===== config.mk =====
export PLATFORM = sky130hd
export DESIGN_NAME = cv4a_ctrl
export DESIGN_NICKNAME = d
export VERILOG_FILES = /design/src/cv4a_pkg.sv /design/src/cv4a_ctrl.sv
export SDC_FILE = /design/constraint.sdc
export NUM_CORES = 1
export LEC_CHECK = 0
export ABC_AREA = 0
export BUFFER_PORTS_ARGS = -buffer_cell sky130_fd_sc_hd__buf_2
export CORE_AREA = 2 2 39 41
export DETAILED_ROUTE_END_ITERATION = 6
export DIE_AREA = 0 0 41 43
export SYNTH_ARGS = -nofsm -noshare
export SYNTH_HDL_FRONTEND = slang
export SYNTH_SLANG_ARGS = --single-unit

===== constraint.sdc =====
create_clock -name i_clk -period 1.31 [get_ports i_clk]
set_clock_uncertainty 0.1 [all_clocks]
set_input_delay 0.0655 -clock i_clk [delete_from_list [all_inputs] [get_ports i_clk]]
set_output_delay 0.0655 -clock i_clk [all_outputs]
set_load 0.02 [all_outputs]

===== src/cv4a_pkg.sv =====
// Package for the checked four-lane 64-bit vector ALU.
// Types, operation codes and controller commands; no dependencies.
package cv4a_pkg;

    localparam int unsigned LaneW  = 64;
    localparam int unsigned Lanes  = 4;
    localparam int unsigned OpW    = 3;
    localparam int unsigned CntW   = 7;

    localparam logic [OpW-1:0] OP_SET = 3'd0;
    localparam logic [OpW-1:0] OP_ADD = 3'd1;
    localparam logic [OpW-1:0] OP_SUB = 3'd2;
    localparam logic [OpW-1:0] OP_MUL = 3'd3;
    localparam logic [OpW-1:0] OP_DIV = 3'd4;
    localparam logic [OpW-1:0] OP_NEG = 3'd5;

    typedef enum logic [2:0] {
        ST_IDLE,
        ST_LOAD,
        ST_RUN,
        ST_COMMIT,
        ST_OUT
    } t_state;

    typedef struct packed {
        logic load;
        logic step;
        logic commit;
    } t_cmd;

    typedef struct packed {
        logic last;
    } t_stat;

endpackage


===== src/cv4a_ctrl.sv =====
// Controller state machine: request handshake and step sequencing.
// Depends on cv4a_pkg.
module cv4a_ctrl (
    input  logic            i_clk,
    input  logic            i_rst_n,
    input  logic            i_valid,
    output logic            o_ready,
    output logic            o_valid,
    input  logic            i_ready,
    input  cv4a_pkg::t_stat i_stat,
    output cv4a_pkg::t_cmd  o_cmd
);
    cv4a_pkg::t_state r_state, n_state;

    always_ff @(posedge i_clk) begin
        if (!i_rst_n) r_state <= cv4a_pkg::ST_IDLE;
        else          r_state <= n_state;
    end

    always_comb begin
        n_state = r_state;
        o_cmd   = '0;
        o_ready = 1'b0;
        o_valid = 1'b0;
        case (r_state)
            cv4a_pkg::ST_IDLE: begin
                o_ready = i_rst_n;
                if (i_valid && i_rst_n) begin
                    o_cmd.load = 1'b1;
                    n_state = cv4a_pkg::ST_RUN;
                end
            end
            cv4a_pkg::ST_RUN: begin
                o_cmd.step = 1'b1;
                if (i_stat.last) n_state = cv4a_pkg::ST_COMMIT;
            end
            cv4a_pkg::ST_COMMIT: begin
                o_cmd.commit = 1'b1;
                n_state = cv4a_pkg::ST_OUT;
            end
            cv4a_pkg::ST_OUT: begin
                o_valid = 1'b1;
                if (i_ready) n_state = cv4a_pkg::ST_IDLE;
            end
            default: n_state = cv4a_pkg::ST_IDLE;
        endcase
    end
endmodule


After elaboration in Yosys (flattened, before gate mapping) --
Index checks and enable logic that the tools add are counted.
Cells by class: mux-type cells 10, reductions and logical operators 3, equality and inequality tests 6
Operator list (count):
- case mux 3 bit (4 select lines) | 1
- two-way mux 3 bit | 3
- == test 3 x 2 -> 1 bit, second input constant | 2
- two-way mux 1 bit | 6
- inequality test 2 bit, second input constant | 3
- == test 3 bit, second input constant | 1
- zero test 3 bit | 1
- AND reduction 3 bit | 1
- logical AND 1 bit | 1
Word-level totals: flip-flop bits (word level) 3, input port bits 5

Logic depth before layout (Yosys ltp) --
depth in word-level cells 3, depth in mapped cells 3, depth with buffers taken out 2

Least setup slack after synthesis --
No wires, ideal clock.
path kind register to output, start point register r_state[0], end point output o_cmd[2] (netlist bit), buffers on the path 0, data required time 1.145 ns, stages on the path, launching flop included 3, arrival 1.232 ns, slack -0.088 ns, cell sequence dfxtp_1 -> nand2b_4 -> nor4b_1
RTL lines:
- start, declared | RTL line cv4a_ctrl.sv:13 | cv4a_pkg::t_state r_state, n_state;
- start signal, assigned | RTL line cv4a_ctrl.sv:16 | if (!i_rst_n) r_state <= cv4a_pkg::ST_IDLE;
- start signal, assigned | RTL line cv4a_ctrl.sv:17 | else r_state <= n_state;
- end, declared | RTL line cv4a_ctrl.sv:11 | output cv4a_pkg::t_cmd o_cmd

==> summary.txt <==
Clock tree
  – Max clock buf depth: 2
  – TritonCTS Sinks: 3
  – CTS tree: done
  – Clock-pin slew on the worst setup and hold paths: 0.04 ns
  – Root buf cell: clkbuf_4
  – TritonCTS buffer count: 3
  – H-Tree Depth: 1
  – Worst-Skew Late Latency: 0.23 ns

Route
  – Initial detailed-routing violation count: 0
  – First-pass DRT Iterations: 1
  – DRC Markers: 0
  – Routed WL per cell: 8.50 µm
  – Final antenna-violating net count: 0
  – DR vias/cell: 3.59
  – DRT Wirelength: 391 µm
  – Vias: 165

Placed design
  – Cell Count Post-Placement: 41
  – Final GP Congestion: 0.562
  – Port buffer count: 9

Global routing
  – Largest net degree at the start of global routing: 8
  – Antenna violations before repair: 0
  – Tot GR Track Use: 4.90%
  – Grt total ovfl: 0
  – First-pass GRT wire length: 538 µm
  – Vias in the first global route: 131

STA
  – Final Cycle Share: 96.1%
  – Tmin final: 1.26 ns
  – Min Hold Slack: 0.00397 ns
  – Final setup fails: 0
  – Worst-margin pin slew: 0.204 ns
  – Slew Viols, Final: 0
  – Final hold vios: 0
  – RSZ-0062 raised after global routing: yes
  – Fmax: 794 MHz
  – Setup_tns: 0 ns
  – Slew HR: 86.3%

Layout
  – Layout cells sized above 1: 60.0%
  – Register Area: 63.8 µm²
  – Largest register by flop count: r_state
  – Multi-input gate area: 98.8 µm²
  – Largest regs: r_state x3
  – Fillers: 158
  – Nets@finish: 36
  – Area grow syn2layout: 72.4%
  – Max reg flops: 3
  – Non-Filler Instances: 46
  – Antenna diodes: 0
  – Final Util: 19.8%

Flow run
  – Max cap viols: 0

Synth
  – Syn Area/Cell: 9.35 µm²
  – Yosys reg bits: 3
  – Library cells used by synthesis: 12
  – Cell count after synthesis: 17
  – Syn_nets: 22
  – Yosys top cell area share: 37.8%
  – Sequential fraction of the synthesis area: 37.8%
  – Largest area contributor in the synthesized netlist: dfxtp_1
  – Synth top area cells: dfxtp_1 (38%), nor3_1 (9.4%), nand2b_4 (8.7%), nor3b_2 (7.9%), a22o_1 (5.5%)
  – Synth Warn #: 0
  – Syn Std Cell Area: 159 µm²

Critical path
  – Worst EP arrival: 1.09 ns
  – Slowest cell delay on critical path: 0.33 ns
  – Critical path endpoint category: output port
  – Critical-path maximum fanout: 4
  – Crit Path Class: reg2out
  – Slowest-stage cell, CP: dfxtp_2
  – Crit path buf inv count: 1
  – Top Family by Delay on Critical Path: simple AND/OR/NAND/NOR gates
  – CP startpoint kind: flip-flop
  – Cells along the critical path: nand2b_4 -> nor4b_4 -> buf_4
  – CP required: 1.14 ns

Outcome
  – Status: finished, final reports clean

Power
  – Sequential share of power: 33.2%
  – Tot Pwr: 315 µW
  – Leakage: 0.131 nW
  – Power Internal: 235 µW
  – Logic gate share of total power: 15.7%
  – P_sw: 79.7 µW
  – Clock Power Share: 51.1%
  – Worst vdd ir: 0.310 mV
  – Switch share: 25.3%
  – Power Dens Cells: 1150 nW/µm²

Hold path
  – Worst hold path class: in2reg

Floorplanning
  – Row count: 14
  – CORE AREA: 1380 µm²
  – I/O Pins: 10
  – Die Area: 1760 µm²
  – Initial Util: 11.5%
  – Die width: 41 µm
  – Die height: 43 µm
worst min-delay path: stages:
cell	delay, ns
buf_2	0.11
nor2_1	0.08
nor3_1	0.04
final cells by class:
cell class	count	area share (%)
Inverter	2	2.74
Multi-Input combinational cell	11	36.1
Sequential cell	3	23.3
Tap cell	16	7.31
Clock buffer	4	9.59
Timing Repair Buffer	10	21.0
per-stage QoR:
step           instance area (µm²)  setup WS [ns]
2_1_floorplan                  165          0.184
3_3_place_gp                   223          0.195
3_5_place_dp                   223          0.212
4_1_cts                        262        0.00238
5_1_grt                        274        -0.0253
6_report                       274         0.0505
cell families after synthesis:
kind of cell           count (synthesis)  share of synthesized area (%)
AOI/OAI and AO/OA                      1                           5.51
DFF                                    3                           37.8
buffers and inverters                  3                           9.45
and+or+nand+nor                       10                           47.2
per-layer routing:
metal  up-vias  wire [µm]  GRT usage (%)
met4         0          0           2.00
met1        69        182           5.41
li1         87          -              -
met5         -          0              0
met2         9        135           5.00
met3         0         73           6.81
power by group through the flow:
stage               sequential [mW]  clock, mW  combinational, mW
floorplan                     0.102          0             0.0312
global placement              0.104          0             0.0438
detailed placement            0.104          0             0.0444
CTS                           0.103      0.169             0.0478
global route                  0.105      0.186             0.0542
finish                        0.104      0.161             0.0496
path summary, 6_finish.rpt:
path                            startpoint    endpoint  cells past startpoint  slack [ns]
worst max register to register  r_state[2]  r_state[2]                      2        0.27
worst max-delay path            r_state[0]    o_cmd[2]                      3        0.05
worst min-delay path               i_valid  r_state[1]                      3       0.004
worst min register to register  r_state[1]  r_state[0]                      2        0.41
cells in the mapped netlist, drive strengths merged:
cell / instances
nor3: 3
and3b: 1
nor4b: 1
buf: 1
nor2: 1
nor4: 1
a22o: 1
inv: 2
nand2b: 1
nor2b: 1
nor3b: 1
dfxtp: 3
timing repair:
item,in CTS,in global routing
endpoints found under the hold margin,1,0
gates resized for setup,1,4
hold buffers,1,0
endpoints found under the setup margin,1,4
setup buffers,0,0
pin swaps,1,0
cells in the final DEF (no fill, tap or decap):
cell type      Yosys  final
buf_2              0      8
nor3_1             3      3
clkbuf_4           0      3
dfxtp_2            0      3
inv_1              2      2
and3b_1            1      1
nand2b_4           1      1
nor4b_4            0      1
nor3b_2            1      1
nor4_1             1      1
nor2_1             1      1
nor2b_1            1      1
a22o_1             1      1
clkbuf_1           0      1
dlygate4sd3_1      0      1
buf_4              1      1
Note: power is estimated with default switching activity, not from simulation.
